===== config.mk =====
export PLATFORM = sky130hd
export DESIGN_NAME = token_class_scanner
export DESIGN_NICKNAME = d
export VERILOG_FILES = /design/src/rtl/core/tcs_pkg.sv /design/src/rtl/core/token_class_scanner.sv
export SDC_FILE = /design/constraint.sdc
export NUM_CORES = 1
export LEC_CHECK = 0
export BUFFER_PORTS_ARGS = -buffer_cell sky130_fd_sc_hd__buf_2
export CAP_MARGIN = 20
export CELL_PAD_IN_SITES_DETAIL_PLACEMENT = 0
export CELL_PAD_IN_SITES_GLOBAL_PLACEMENT = 1
export CORE_MARGIN = 5
export CORE_UTILIZATION = 51
export DETAILED_ROUTE_END_ITERATION = 12
export GPL_ROUTABILITY_DRIVEN = 1
export HOLD_SLACK_MARGIN = 0.12
export PLACE_DENSITY_LB_ADDON = 0.1
export SLEW_MARGIN = 40
export SYNTH_ARGS = -nofsm -noshare
export SYNTH_HDL_FRONTEND = slang
export SYNTH_SLANG_ARGS = --single-unit
export TNS_END_PERCENT = 100

===== constraint.sdc =====
create_clock -name clk_i -period 9.95 [get_ports clk_i]
set_input_delay 1.99 -clock clk_i [delete_from_list [all_inputs] [get_ports clk_i]]
set_output_delay 1.99 -clock clk_i [all_outputs]
set_load 0.01 [all_outputs]

===== src/rtl/core/tcs_pkg.sv =====
`default_nettype none

package tcs_pkg;

  localparam int unsigned NumKw = 16;
  localparam int unsigned NumOp = 11;

  // Token length saturates here; no fixed word is this long.
  localparam logic [3:0] CountMax = 4'd8;

  localparam logic [7:0] CharNul   = 8'h00;
  localparam logic [7:0] CharTab   = 8'h09;
  localparam logic [7:0] CharCr    = 8'h0D;
  localparam logic [7:0] CharSpace = 8'h20;
  localparam logic [7:0] CharSemi  = 8'h3B;
  localparam logic [7:0] CharDot   = 8'h2E;
  localparam logic [7:0] CharUnder = 8'h5F;
  localparam logic [7:0] Char0     = 8'h30;
  localparam logic [7:0] Char9     = 8'h39;
  localparam logic [7:0] CharA     = 8'h61;
  localparam logic [7:0] CharZ     = 8'h7A;

  typedef enum logic [2:0] {
    ClsReserved  = 3'd0,
    ClsOperator  = 3'd1,
    ClsVariable  = 3'd2,
    ClsInteger   = 3'd3,
    ClsFloat     = 3'd4,
    ClsLineBreak = 3'd5,
    ClsError     = 3'd6
  } tok_class_e;

  typedef enum logic [1:0] {
    NumNone  = 2'd0,
    NumInt   = 2'd1,
    NumFloat = 2'd2
  } num_phase_e;

  typedef struct packed {
    logic [7:0] char_code;
    logic       end_of_stream;
  } scan_in_t;

  typedef struct packed {
    tok_class_e token_class;
    logic       last;
  } scan_out_t;

  localparam logic [7:0] KwText [NumKw][8] = '{
    '{"c", "o", "n", "s", "t", CharNul, CharNul, CharNul},
    '{"i", "n", "t", CharNul, CharNul, CharNul, CharNul, CharNul},
    '{"f", "l", "o", "a", "t", CharNul, CharNul, CharNul},
    '{"d", "o", "u", "b", "l", "e", CharNul, CharNul},
    '{"l", "o", "n", "g", CharNul, CharNul, CharNul, CharNul},
    '{"s", "t", "a", "t", "i", "c", CharNul, CharNul},
    '{"v", "o", "i", "d", CharNul, CharNul, CharNul, CharNul},
    '{"c", "h", "a", "r", CharNul, CharNul, CharNul, CharNul},
    '{"e", "x", "t", "e", "r", "n", CharNul, CharNul},
    '{"r", "e", "t", "u", "r", "n", CharNul, CharNul},
    '{"b", "r", "e", "a", "k", CharNul, CharNul, CharNul},
    '{"e", "n", "u", "m", CharNul, CharNul, CharNul, CharNul},
    '{"s", "t", "r", "u", "c", "t", CharNul, CharNul},
    '{"t", "y", "p", "e", "d", "e", "f", CharNul},
    '{"u", "n", "i", "o", "n", CharNul, CharNul, CharNul},
    '{"g", "o", "t", "o", CharNul, CharNul, CharNul, CharNul}
  };

  localparam logic [3:0] KwLen [NumKw] = '{
    4'd5, 4'd3, 4'd5, 4'd6, 4'd4, 4'd6, 4'd4, 4'd4,
    4'd6, 4'd6, 4'd5, 4'd4, 4'd6, 4'd7, 4'd5, 4'd4
  };

  localparam logic [7:0] OpText [NumOp][4] = '{
    '{"+", CharNul, CharNul, CharNul},
    '{"-", CharNul, CharNul, CharNul},
    '{"*", CharNul, CharNul, CharNul},
    '{"/", CharNul, CharNul, CharNul},
    '{"=", CharNul, CharNul, CharNul},
    '{"=", "=", CharNul, CharNul},
    '{"!", "=", CharNul, CharNul},
    '{">", "=", CharNul, CharNul},
    '{"<", "=", CharNul, CharNul},
    '{">", CharNul, CharNul, CharNul},
    '{"<", CharNul, CharNul, CharNul}
  };

  localparam logic [3:0] OpLen [NumOp] = '{
    4'd1, 4'd1, 4'd1, 4'd1, 4'd1, 4'd2, 4'd2, 4'd2, 4'd2, 4'd1, 4'd1
  };

endpackage

`default_nettype wire


===== src/rtl/core/token_class_scanner.sv =====
`default_nettype none

// Channel   Direction  Handshake              Payload
// --------  ---------  ---------------------  ------------------------------------
// in        in         in_valid_i/in_stall_o   in_data_i  (char_code, end_of_stream)
// out       out        out_valid_o/out_stall_i out_data_o (token_class, last)
//
// One character transaction is taken per cycle unless the input stalls. It is
// held in the input register, then the scan state updates and zero, one or two
// results go into a four-entry result queue. A result is visible in the cycle
// after it is written into the queue.
// Sustained rate is one item per cycle unless stalled, bounded by the single
// output port: an item with two results (token plus line break) uses two slots.
// Reset clears the scan state, the queue and the sticky error flag.
// The input stalls only while the input register is full and the queue lacks
// room for two results.

module token_class_scanner (
  input  wire                     clk_i,
  input  wire                     rst_ni,
  input  wire                     in_valid_i,
  output logic                    in_stall_o,
  input  wire tcs_pkg::scan_in_t  in_data_i,
  output logic                    out_valid_o,
  input  wire                     out_stall_i,
  output tcs_pkg::scan_out_t      out_data_o
);

  localparam int unsigned QDepth = 4;
  localparam int unsigned PtrW   = $clog2(QDepth);
  localparam int unsigned CntW   = PtrW + 1;
  localparam logic [CntW-1:0] QRoom2 = CntW'(QDepth - 2);

  // ---------------------------------------------------------------------------
  // Input register
  // ---------------------------------------------------------------------------
  logic              in_valid_q;
  tcs_pkg::scan_in_t in_data_q;
  logic              advance;
  logic              consume;

  logic [CntW-1:0] q_cnt_q, q_cnt_d;

  // Queue must have room for the worst case of two results before we advance.
  assign advance    = (q_cnt_q <= QRoom2);
  assign in_stall_o = in_valid_q && !advance;
  assign consume    = in_valid_q && advance;

  always_ff @(posedge clk_i or negedge rst_ni) begin
    if (!rst_ni) begin
      in_valid_q <= 1'b0;
    end else if (!in_stall_o) begin
      in_valid_q <= in_valid_i;
    end
  end

  always_ff @(posedge clk_i) begin
    if (!in_stall_o && in_valid_i) begin
      in_data_q <= in_data_i;
    end
  end

  // ---------------------------------------------------------------------------
  // Scan state
  // ---------------------------------------------------------------------------
  logic [tcs_pkg::NumKw-1:0] kw_live_q, kw_live_d, kw_step;
  logic [tcs_pkg::NumOp-1:0] op_live_q, op_live_d, op_step;
  logic [3:0]                char_cnt_q, char_cnt_d;
  logic                      ident_ok_q, ident_ok_d;
  tcs_pkg::num_phase_e       num_phase_q, num_phase_d;
  logic                      err_stuck_q, err_stuck_d;

  logic [7:0] ch;
  logic       eos;
  logic       is_sep;
  logic       is_digit;
  logic       is_lower;

  assign ch       = in_data_q.char_code;
  assign eos      = in_data_q.end_of_stream;
  assign is_sep   = (ch == tcs_pkg::CharSemi) || (ch == tcs_pkg::CharSpace) ||
                    ((ch >= tcs_pkg::CharTab) && (ch <= tcs_pkg::CharCr));
  assign is_digit = (ch >= tcs_pkg::Char0) && (ch <= tcs_pkg::Char9);
  assign is_lower = (ch >= tcs_pkg::CharA) && (ch <= tcs_pkg::CharZ);

  // Per-word prefix tracking: a word stays live if the next char matches.
  always_comb begin
    for (int k = 0; k < tcs_pkg::NumKw; k++) begin
      kw_step[k] = kw_live_q[k] && (char_cnt_q < tcs_pkg::KwLen[k]) &&
                   (tcs_pkg::KwText[k][char_cnt_q[2:0]] == ch);
    end
    for (int k = 0; k < tcs_pkg::NumOp; k++) begin
      op_step[k] = op_live_q[k] && (char_cnt_q < tcs_pkg::OpLen[k]) &&
                   (tcs_pkg::OpText[k][char_cnt_q[1:0]] == ch);
    end
  end

  // Class of the pending token.
  logic                kw_hit;
  logic                op_hit;
  tcs_pkg::tok_class_e tok_cls;

  always_comb begin
    kw_hit = 1'b0;
    op_hit = 1'b0;
    for (int k = 0; k < tcs_pkg::NumKw; k++) begin
      kw_hit = kw_hit | (kw_live_q[k] && (tcs_pkg::KwLen[k] == char_cnt_q));
    end
    for (int k = 0; k < tcs_pkg::NumOp; k++) begin
      op_hit = op_hit | (op_live_q[k] && (tcs_pkg::OpLen[k] == char_cnt_q));
    end
    priority if (kw_hit) begin
      tok_cls = tcs_pkg::ClsReserved;
    end else if (op_hit) begin
      tok_cls = tcs_pkg::ClsOperator;
    end else if (ident_ok_q) begin
      tok_cls = tcs_pkg::ClsVariable;
    end else if (num_phase_q == tcs_pkg::NumInt) begin
      tok_cls = tcs_pkg::ClsInteger;
    end else if (num_phase_q == tcs_pkg::NumFloat) begin
      tok_cls = tcs_pkg::ClsFloat;
    end else begin
      tok_cls = tcs_pkg::ClsError;
    end
  end

  logic               has_cls;
  logic               has_lb;
  logic [1:0]         push_cnt;
  tcs_pkg::scan_out_t res_a;
  tcs_pkg::scan_out_t res_b;

  always_comb begin
    kw_live_d   = kw_live_q;
    op_live_d   = op_live_q;
    char_cnt_d  = char_cnt_q;
    ident_ok_d  = ident_ok_q;
    num_phase_d = num_phase_q;
    err_stuck_d = err_stuck_q;
    has_cls     = 1'b0;
    has_lb      = 1'b0;

    if (consume && !err_stuck_q) begin
      if (!eos && !is_sep) begin
        kw_live_d = kw_step;
        op_live_d = op_step;
        if (!((is_digit && (char_cnt_q != 4'd0)) || is_lower ||
              (ch == tcs_pkg::CharUnder))) begin
          ident_ok_d = 1'b0;
        end
        if ((num_phase_q != tcs_pkg::NumNone) && !is_digit) begin
          if ((ch == tcs_pkg::CharDot) && (num_phase_q == tcs_pkg::NumInt)) begin
            num_phase_d = tcs_pkg::NumFloat;
          end else begin
            num_phase_d = tcs_pkg::NumNone;
          end
        end
        if (char_cnt_q < tcs_pkg::CountMax) begin
          char_cnt_d = char_cnt_q + 4'd1;
        end
      end else begin
        has_cls = (char_cnt_q != 4'd0);
        if (has_cls && (tok_cls == tcs_pkg::ClsError)) begin
          err_stuck_d = 1'b1;
        end
        // an error suppresses the line break of its ';'
        has_lb = !eos && (ch == tcs_pkg::CharSemi) &&
                 !(has_cls && (tok_cls == tcs_pkg::ClsError));
        kw_live_d   = '1;
        op_live_d   = '1;
        char_cnt_d  = 4'd0;
        ident_ok_d  = 1'b1;
        num_phase_d = tcs_pkg::NumInt;
      end
    end

    res_a.token_class = has_cls ? tok_cls : tcs_pkg::ClsLineBreak;
    res_a.last        = !(has_cls && has_lb);
    res_b.token_class = tcs_pkg::ClsLineBreak;
    res_b.last        = 1'b1;
    push_cnt          = {1'b0, has_cls} + {1'b0, has_lb};
  end

  always_ff @(posedge clk_i or negedge rst_ni) begin
    if (!rst_ni) begin
      kw_live_q   <= '1;
      op_live_q   <= '1;
      char_cnt_q  <= 4'd0;
      ident_ok_q  <= 1'b1;
      num_phase_q <= tcs_pkg::NumInt;
      err_stuck_q <= 1'b0;
    end else begin
      kw_live_q   <= kw_live_d;
      op_live_q   <= op_live_d;
      char_cnt_q  <= char_cnt_d;
      ident_ok_q  <= ident_ok_d;
      num_phase_q <= num_phase_d;
      err_stuck_q <= err_stuck_d;
    end
  end

  // ---------------------------------------------------------------------------
  // Result queue: up to two writes, one read per cycle
  // ---------------------------------------------------------------------------
  tcs_pkg::scan_out_t q_mem [QDepth];
  logic [PtrW-1:0]    wr_ptr_q, wr_ptr_d, wr_ptr_nx;
  logic [PtrW-1:0]    rd_ptr_q, rd_ptr_d;
  logic               pop;

  assign wr_ptr_nx   = wr_ptr_q + 1'b1;
  assign out_valid_o = (q_cnt_q != '0);
  assign out_data_o  = q_mem[rd_ptr_q];
  assign pop         = out_valid_o && !out_stall_i;

  always_comb begin
    wr_ptr_d = wr_ptr_q + PtrW'(push_cnt);
    rd_ptr_d = rd_ptr_q + PtrW'(pop);
    q_cnt_d  = q_cnt_q + CntW'(push_cnt) - CntW'(pop);
  end

  always_ff @(posedge clk_i or negedge rst_ni) begin
    if (!rst_ni) begin
      wr_ptr_q <= '0;
      rd_ptr_q <= '0;
      q_cnt_q  <= '0;
    end else begin
      wr_ptr_q <= wr_ptr_d;
      rd_ptr_q <= rd_ptr_d;
      q_cnt_q  <= q_cnt_d;
    end
  end

  always_ff @(posedge clk_i) begin
    if (push_cnt != 2'd0) begin
      q_mem[wr_ptr_q] <= res_a;
    end
    if (push_cnt == 2'd2) begin
      q_mem[wr_ptr_nx] <= res_b;
    end
  end

  // ---------------------------------------------------------------------------
  // Assertions
  // ---------------------------------------------------------------------------
  a_queue_bound : assert property (@(posedge clk_i) disable iff (!rst_ni)
    q_cnt_q <= CntW'(QDepth))
    else $error("result queue overflow");

  a_error_last : assert property (@(posedge clk_i) disable iff (!rst_ni)
    (out_valid_o && (out_data_o.token_class == tcs_pkg::ClsError)) |-> out_data_o.last)
    else $error("compile error result not marked last");

  a_lb_last : assert property (@(posedge clk_i) disable iff (!rst_ni)
    (out_valid_o && (out_data_o.token_class == tcs_pkg::ClsLineBreak)) |-> out_data_o.last)
    else $error("line break result not marked last");

  a_stuck_sticky : assert property (@(posedge clk_i) disable iff (!rst_ni)
    err_stuck_q |=> (err_stuck_q && (push_cnt == 2'd0)))
    else $error("scanner left error state or emitted after error");

endmodule

`default_nettype wire


==> impl_table.tex, run 1 <==
\begin{tabular}{lr}
\hline
Metric & Value \\
\hline
\multicolumn{2}{l}{\textbf{Placement}} \\
Final HPWL from detailed placement & between 10 and 15 mm \\
Worst setup slack before clock tree synthesis & around 5300 ps \\
Final Wtd Congestion & 0.881 \\
Total cell area at the placement stage & 0.00515 mm² \\
Port-buffer cells & 18 \\
\multicolumn{2}{l}{\textbf{Timing}} \\
Total count of hold-check failures in the final report & 0 \\
Worst clock skew & $\sim$16 ps \\
Worst rel slew slack & 0.436 \\
Final setup viols & 0 \\
Fmax & between 0.2 and 0.25 GHz \\
RSZ-0062 raised after global routing & no \\
Final number of max-transition violations & 0 \\
Worst hold slack & 464 ps \\
Final critical delay including setup and external delays & between 4000 and 5000 ps \\
Setup total negative slack & 0 ps \\
Final critical-path setup slack & approximately 5200 ps \\
Tightest Pin Transition & $\sim$850 ps \\
Post-route fraction of the period consumed by the critical path & 0.474 \\
\multicolumn{2}{l}{\textbf{CTS}} \\
Worst-case clock buffer depth & 2 \\
Cts hold-fix bufs & 0 \\
CTS tree & done \\
Post-CTS setup buffer count & 0 \\
Clock net sink count & 68 \\
H-Tree Level Count & 3 \\
Cell chosen for the clock root & sky130\_fd\_sc\_hd\_\_clkbuf\_8 \\
Insertion delay to the later sink of the worst-skew pair & 370 ps \\
Clock transition at the register clock pins on the worst setup and hold paths after CTS & about 90 ps \\
Clock buffer count from CTS & 9 \\
CTS-repair resized insts & 0 \\
\multicolumn{2}{l}{\textbf{Logic synthesis}} \\
Per-instance average area after synthesis & 8.12 µm² \\
Area fraction of the dominant cell type after synthesis & 0.151 \\
Share of flip-flops with an asynchronous set or reset after synthesis & 0.632 \\
EDFF count, synth & 9 \\
Yosys synthesis warning count & 0 \\
Sequential fraction of the synthesis area & 0.337 \\
Nets in the synthesized netlist & between 600 and 700 \\
Synth cell types & 73 \\
Most area-hungry cell type in the Yosys netlist & sky130\_fd\_sc\_hd\_\_dfstp\_2 \\
Yosys reg bits & 68 \\
Dominant register cell in the synthesized netlist & sky130\_fd\_sc\_hd\_\_dfstp\_2 \\
Top post-synthesis cells by area & sky130\_fd\_sc\_hd\_\_dfstp\_2 15\%, sky130\_fd\_sc\_hd\_\_dfrtp\_1 6.9\%, sky130\_fd\_sc\_hd\_\_dfxtp\_1 6.3\% \\
Synth Instances & 622 \\
Top cells by count, synth & 55 x sky130\_fd\_sc\_hd\_\_nor2\_1, 54 x sky130\_fd\_sc\_hd\_\_a21oi\_1, 48 x sky130\_fd\_sc\_hd\_\_nand2\_1 \\
Most frequent cell after synthesis & sky130\_fd\_sc\_hd\_\_nor2\_1 \\
Syn Std Cell Area & 0.00505 mm² \\
\multicolumn{2}{l}{\textbf{Floorplan}} \\
Initial core utilization & 0.519 \\
Area inside the core boundary & 0.00973 mm² \\
Total die area & about 0.012 mm² \\
Chip width & roughly 110 µm \\
Std-Cell Rows & 36 \\
Vertical die dimension & 110 µm \\
Number of ports placed on the die boundary & 19 \\
\multicolumn{2}{l}{\textbf{Global route}} \\
Via count of the first global-routing pass & between 4000 and 5000 \\
Final global-route overflow total & 0 \\
Antenna violations before repair & 0 \\
Tot GR Track Use & 0.260 \\
Largest net degree at the start of global routing & 70 \\
Wire length of the first global-routing pass & approximately 24 mm \\
\multicolumn{2}{l}{\textbf{Power}} \\
Worst voltage drop across the vdd grid & between 0.00015 and 0.0002 V \\
Total power per unit cell area & between 300 and 400 mW/mm² \\
Post-route total power & 0.00171 W \\
Leakage & between 2 and 2.5 nW \\
\multicolumn{2}{l}{\textbf{Drt}} \\
Number of remaining DRC errors & 0 \\
Initial DRT Pass Iterations & 6 \\
Final ANT Viol Nets & 0 \\
Routed vias/inst & 6.31 \\
Post-detailed-route wirelength per cell & 20.0 µm \\
Total via count after detailed routing & 4680 \\
DR iter-0 viols & 584 \\
WL final & roughly 15 mm \\
\multicolumn{2}{l}{\textbf{Critical path}} \\
Sequence of cells on the critical path & clkinv\_1, ha\_1, o41ai\_1, nand4\_1, a211oi\_2, nand2\_1, and4\_1, ha\_1, inv\_1, ha\_1, inv\_1, ha\_1, fa\_1, xnor2\_1, xnor2\_1 \\
Most frequent CP cell & sky130\_fd\_sc\_hd\_\_ha\_1 \\
Worst setup path class & reg2reg \\
CP required & around 10000 ps \\
Critical path's largest stage delay & roughly 860 ps \\
Maximum fanout along the worst path & 23 \\
Crit start category & register \\
Crit-path slowest cell & sky130\_fd\_sc\_hd\_\_dfrtp\_1 \\
Arrival time of data at the critical path endpoint & about 5000 ps \\
Capturing element type of the critical path & register \\
\multicolumn{2}{l}{\textbf{Outcome}} \\
Outcome & complete, no violations \\
\multicolumn{2}{l}{\textbf{Hold path}} \\
Class of the most critical hold timing path & reg2reg \\
\multicolumn{2}{l}{\textbf{Finish}} \\
Final design area excluding fillers & about 0.0053 mm² \\
Layout-stage area growth over the synthesis result & 5.79\% \\
Share of post-route cells with drive strength above 1 & 0.149 \\
Fin nets & between 600 and 700 \\
Ant diodes & 0 \\
\multicolumn{2}{l}{\textbf{Run}} \\
Max-cap violation count & 0 \\
\hline
\end{tabular}
==> cells in the final DEF, fill, tap and decap left out, drive strengths merged, types with 9 or more instances in the layout <==
cell     n
xnor2   21
a21oi   54
nor2b   18
buf     28
o21ai   50
dfxtp   16
nand2   48
nand4   10
nor2    55
inv     32
xor2    15
a31oi   10
dfrtp   14
ha      15
nor3    21
nand3    9
dfstp   29
edfxtp   9
o22ai    9
clkbuf  10
==> cell type report <==
type | instances | area [µm²]
fill | 946 | 4380
multi-input combinational | 465 | 2990
sequential | 68 | 1700
timing repair buffer | 28 | 168
tap | 133 | 166
clock buffer | 10 | 149
inverter | 32 | 120
clock inverter | 6 | 45.0
==> registers in the layout, indices dropped and copies added (netlist names), 2 cells and up <==
name / flops
wr_ptr_q: 2
q_cnt_q: 3
kw_live_q: 16
char_cnt_q: 4
q_mem: 16
num_phase_q: 2
rd_ptr_q: 2
op_live_q: 11
ch: 8
==> report_power, final <==
part | leakage (nW) | internal (W) | switching [W]
Sequential | 0.690 | 0.000432 | 0.000122
Combinational | 1.26 | 0.000346 | 0.000571
Clock | 0.102 | 0.000107 | 0.000129
Total | 2.05 | 0.000885 | 0.000822
==> worst max-delay path, delay by kind of cell (launching register included) <==
family	cells	cell delay (ps)
simple gates	3	600
compound gates	2	530
buf+inv	3	570
fa+ha+maj	5	1680
xor+xnor	2	360
flops	1	860
==> stage by stage <==
stage                     std cells   util
after floorplan                 622      -
after global placement          725  0.528
after detailed placement        726  0.530
after CTS                       742  0.550
after global routing            742  0.550
final                           742  0.550
==> metal layers <==
layer  vias to the layer above  part of all wire  track usage  wire length, µm
li1                       2216                 -            -                -
met4                         0             0.012       0.0606              172
met5                         -                 0            0                0
met1                      2233              0.47        0.394             6970
met2                       214              0.44        0.386             6540
met3                        17             0.080       0.0417             1190
==> cells by family (layout without fill, tap and decap cells) <==
| logic type | Yosys count | after routing | share of synthesized area |
|---|---|---|---|
| and+or+nand+nor | 208 | 208 | 0.209 |
| xor gates and xnor gates | 36 | 36 | 0.0624 |
| adders and majority gates | 16 | 16 | 0.0411 |
| AOI/OAI and AO/OA | 196 | 196 | 0.251 |
| buffers and inverters | 89 | 76 | 0.0716 |
| muxes | 9 | 9 | 0.0277 |
| DFF | 68 | 68 | 0.337 |
==> final timing paths <==
path | from | slack, ps | cells past startpoint | end
worst min register to register | op_live_q[3] | 460 | 2 | op_live_q[3]
worst max register to register | char_cnt_q[1] | 5230 | 15 | q_cnt_q[2]
worst min-delay path | op_live_q[3] | 460 | 2 | op_live_q[3]
min in group asynchronous | rst_ni | 1620 | 1 | char_cnt_q[1]
max in group asynchronous | rst_ni | 7940 | 1 | char_cnt_q[2]
worst max-delay path | char_cnt_q[1] | 5230 | 15 | q_cnt_q[2]
(Power assumes the default switching activity.)
==> run 2, diff against run 1 <==
--- a/config.mk
+++ b/config.mk
@@ -10,7 +10,7 @@
 export CELL_PAD_IN_SITES_DETAIL_PLACEMENT = 0
 export CELL_PAD_IN_SITES_GLOBAL_PLACEMENT = 1
 export CORE_MARGIN = 5
-export CORE_UTILIZATION = 51
+export CORE_UTILIZATION = 43
 export DETAILED_ROUTE_END_ITERATION = 12
 export GPL_ROUTABILITY_DRIVEN = 1
 export HOLD_SLACK_MARGIN = 0.12
==> constraint.sdc (replaced) <==
create_clock -name clk_i -period 4 [get_ports clk_i]
set_input_delay 0.8 -clock clk_i [delete_from_list [all_inputs] [get_ports clk_i]]
set_output_delay 0.8 -clock clk_i [all_outputs]
set_load 0.01 [all_outputs]
==> run 2 against run 1 <==
Against the previous run: first-iteration DRC count shrank 21%; clock power grew to 3.4 times the previous value; total power increased to 2.7 times the previous value; highest routed layer unchanged.
==> impl_table.tex, run 2 (synthesis results as in run 1) <==
\begin{tabular}{lr}
\hline
Metric & Value \\
\hline
\multicolumn{2}{l}{\textbf{Placement}} \\
Port-buffer cells & 18 (unchanged) \\
Final Wtd Congestion & 0.894 (+1.5\%) \\
Final HPWL from detailed placement & 11.2 mm (+11\%) \\
\multicolumn{2}{l}{\textbf{Critical path}} \\
Most frequent CP cell & sky130\_fd\_sc\_hd\_\_ha\_1 \\
Maximum fanout along the worst path & 3 (-87\%) \\
Critical path's largest stage delay & 510 ps (-350 ps) \\
Crit path to & q\_cnt\_q[2] \\
Crit start category & register \\
Crit-path slowest cell & sky130\_fd\_sc\_hd\_\_or4\_1 \\
Worst reg2reg endpoint & q\_cnt\_q[2] \\
Beginning of the critical path & op\_live\_q[3] \\
Register-to-register path setup slack & 310 ps (-4920 ps) \\
Arrival time of data at the critical path endpoint & 3950 ps (-1030 ps) \\
Worst setup path class & reg2reg \\
CP required & 4260 ps (-5960 ps) \\
Capturing element type of the critical path & register \\
Worst-case reg-to-reg path depth & 14 (-1) \\
Sequence of cells on the critical path & or4\_1, o41ai\_1, a21boi\_1, a211oi\_2, nand2\_1, and4\_1, ha\_1, inv\_1, ha\_1, inv\_1, ha\_1, fa\_1, xnor2\_1, xnor2\_1 \\
Worst r2r src & op\_live\_q[3] \\
\multicolumn{2}{l}{\textbf{Timing}} \\
Fmax & 0.271 GHz (+28\%) \\
Setup total negative slack & 0 ps (unchanged) \\
Final setup viols & 0 (unchanged) \\
Worst rel slew slack & 0.468 (+0.0318) \\
Total count of hold-check failures in the final report & 0 (unchanged) \\
Post-route fraction of the period consumed by the critical path & 0.923 (+0.449) \\
Final number of max-transition violations & 0 (unchanged) \\
Final critical delay including setup and external delays & 3690 ps (-1030 ps) \\
RSZ-0062 raised after global routing & no \\
Worst clock skew & 5.68 ps (-10.4 ps) \\
Tightest Pin Transition & 798 ps (-47.7 ps) \\
\multicolumn{2}{l}{\textbf{Floorplan}} \\
Chip width & 118 µm (+8.1\%) \\
Total die area & 0.0140 mm² (+17\%) \\
Std-Cell Rows & 39 (+8.3\%) \\
Vertical die dimension & 118 µm (+8.1\%) \\
Area inside the core boundary & 0.0115 mm² (+18\%) \\
Number of ports placed on the die boundary & 19 (unchanged) \\
Initial core utilization & 0.441 (-0.0787) \\
\multicolumn{2}{l}{\textbf{Global route}} \\
Tot GR Track Use & 0.227 (-0.0323) \\
Wire length of the first global-routing pass & 25.6 mm (+6.2\%) \\
Largest net degree at the start of global routing & 52 (-26\%) \\
Final global-route overflow total & 0 (unchanged) \\
M1 GR Usage & 0.331 (-0.0628) \\
Met3 usage & 0.0372 (-0.00444) \\
Via count of the first global-routing pass & 4616 (+7.3\%) \\
Most crowded layer after global routing & met2 \\
Met2 GRT Util & 0.344 (-0.0416) \\
Antenna violations before repair & 0 (unchanged) \\
\multicolumn{2}{l}{\textbf{Finish}} \\
Fin nets & 646 (+2.1\%) \\
Most frequent cells in the layout & 55 x sky130\_fd\_sc\_hd\_\_nor2\_1, 54 x sky130\_fd\_sc\_hd\_\_a21oi\_1, 48 x sky130\_fd\_sc\_hd\_\_nand2\_1 \\
Leading cell type in the layout, fill and taps excluded & sky130\_fd\_sc\_hd\_\_nor2\_1 \\
Layout-stage area growth over the synthesis result & 10.1\% \\
Ant diodes & 0 (unchanged) \\
Largest registers & kw\_live\_q (16), q\_mem (16), op\_live\_q (11) \\
Share of post-route cells with drive strength above 1 & 0.162 (+0.0130) \\
\multicolumn{2}{l}{\textbf{Drt}} \\
Routed vias/inst & 6.20 (-1.7\%) \\
Total via count after detailed routing & 4745 (+1.4\%) \\
DR iter-0 viols & 463 (-21\%) \\
WL final & 15.9 mm (+7.2\%) \\
Final ANT Viol Nets & 0 (unchanged) \\
Number of remaining DRC errors & 0 (unchanged) \\
Post-detailed-route wirelength per cell & 20.8 µm (+4.0\%) \\
Initial DRT Pass Iterations & 5 (-1) \\
\multicolumn{2}{l}{\textbf{CTS}} \\
Worst-case clock buffer depth & 2 (unchanged) \\
CTS-repair resized insts & 0 (unchanged) \\
Clock net sink count & 68 (unchanged) \\
CTS tree & done \\
Insertion delay to the later sink of the worst-skew pair & 330 ps (-40 ps) \\
Clock transition at the register clock pins on the worst setup and hold paths after CTS & 50 ps (-40 ps) \\
Cts hold-fix bufs & 0 (unchanged) \\
Cell chosen for the clock root & sky130\_fd\_sc\_hd\_\_clkbuf\_16 \\
Post-CTS setup buffer count & 0 (unchanged) \\
H-Tree Level Count & 3 (unchanged) \\
Clock buffer count from CTS & 9 (unchanged) \\
\multicolumn{2}{l}{\textbf{Outcome}} \\
Outcome & complete, no violations \\
\multicolumn{2}{l}{\textbf{Power}} \\
Leakage & 2.16 nW (+5.3\%) \\
Worst voltage drop across the vdd grid & 0.000406 V (+160\%) \\
Post-route total power & 0.00457 W (+170\%) \\
Total power per unit cell area & 822 mW/mm² (+160\%) \\
\multicolumn{2}{l}{\textbf{Run}} \\
Max-cap violation count & 0 (unchanged) \\
\multicolumn{2}{l}{\textbf{Hold path}} \\
Class of the most critical hold timing path & reg2reg \\
\hline
\end{tabular}
==> run 2: cell types whose count changed in the layout (fill, tap and decap cells not counted), moves of 3 or more <==
cell                        before  now
sky130_fd_sc_hd__clkinv_4        3    0
sky130_fd_sc_hd__clkbuf_1        0    3
sky130_fd_sc_hd__buf_4          11   24
sky130_fd_sc_hd__clkbuf_8        9    2
sky130_fd_sc_hd__clkbuf_16       1    9
==> run 2: cell type report <==
type                    count  area, µm²
multi-input cells         465       2990
fillers                  1120       5910
flip-flops and latches     68       1700
clock inverters             2       35.0
well taps                 143        179
repair buffers             41        265
inverters                  32        120
clock buffers              14        264
==> run 2: routing by layer <==
layer  vias to the layer above  wire (µm)  part of all wire
li1                       2245          -                 -
met1                      2306       7550              0.47
met2                       171       7180              0.45
met3                        23        913             0.057
met4                         0        289             0.018
met5                         -          0                 0
==> run 2: worst min-delay path by stage <==
stage | from | endpoint | slack [ps] | cells past startpoint
floorplan | op_live_q[3] | op_live_q[3] | 440 | 2
global placement | op_live_q[3] | op_live_q[3] | 450 | 2
detailed placement | op_live_q[3] | op_live_q[3] | 460 | 2
CTS | op_live_q[8] | op_live_q[8] | 470 | 2
global route | op_live_q[8] | op_live_q[8] | 470 | 2
finish | op_live_q[3] | op_live_q[3] | 460 | 2
==> run 2: critical path: cells and delay by family, from the launching register on <==
family / cells / cell delay, ps
AND/OR/NAND/NOR: 3 / 860
buffers and inverters: 2 / 90
flip-flops: 1 / 360
AO/OA/AOI/OAI: 3 / 860
adder cells (fa/ha/maj): 4 / 1100
XOR/XNOR: 2 / 350
==> run 2: through the flow <==
step | worst slack [ps] | utilization | instance area [µm²] | hold WS, ps | instances
6_report | 309 | 0.485 | 5560 | 459 | 765
5_1_grt | 46.5 | 0.485 | 5560 | 471 | 765
4_1_cts | 301 | 0.485 | 5560 | 465 | 765
3_5_place_dp | 316 | 0.459 | 5260 | 456 | 749
3_3_place_gp | 387 | 0.458 | 5260 | 447 | 749
2_1_floorplan | 17.3 | - | 5050 | 436 | 622
==> run 2: where the power goes <==
group          internal (W)  switching [W]  leakage (nW)
logic              0.000919        0.00153          1.33
registers           0.00108       0.000248         0.690
clock network      0.000516       0.000283         0.147
total               0.00251        0.00206          2.16
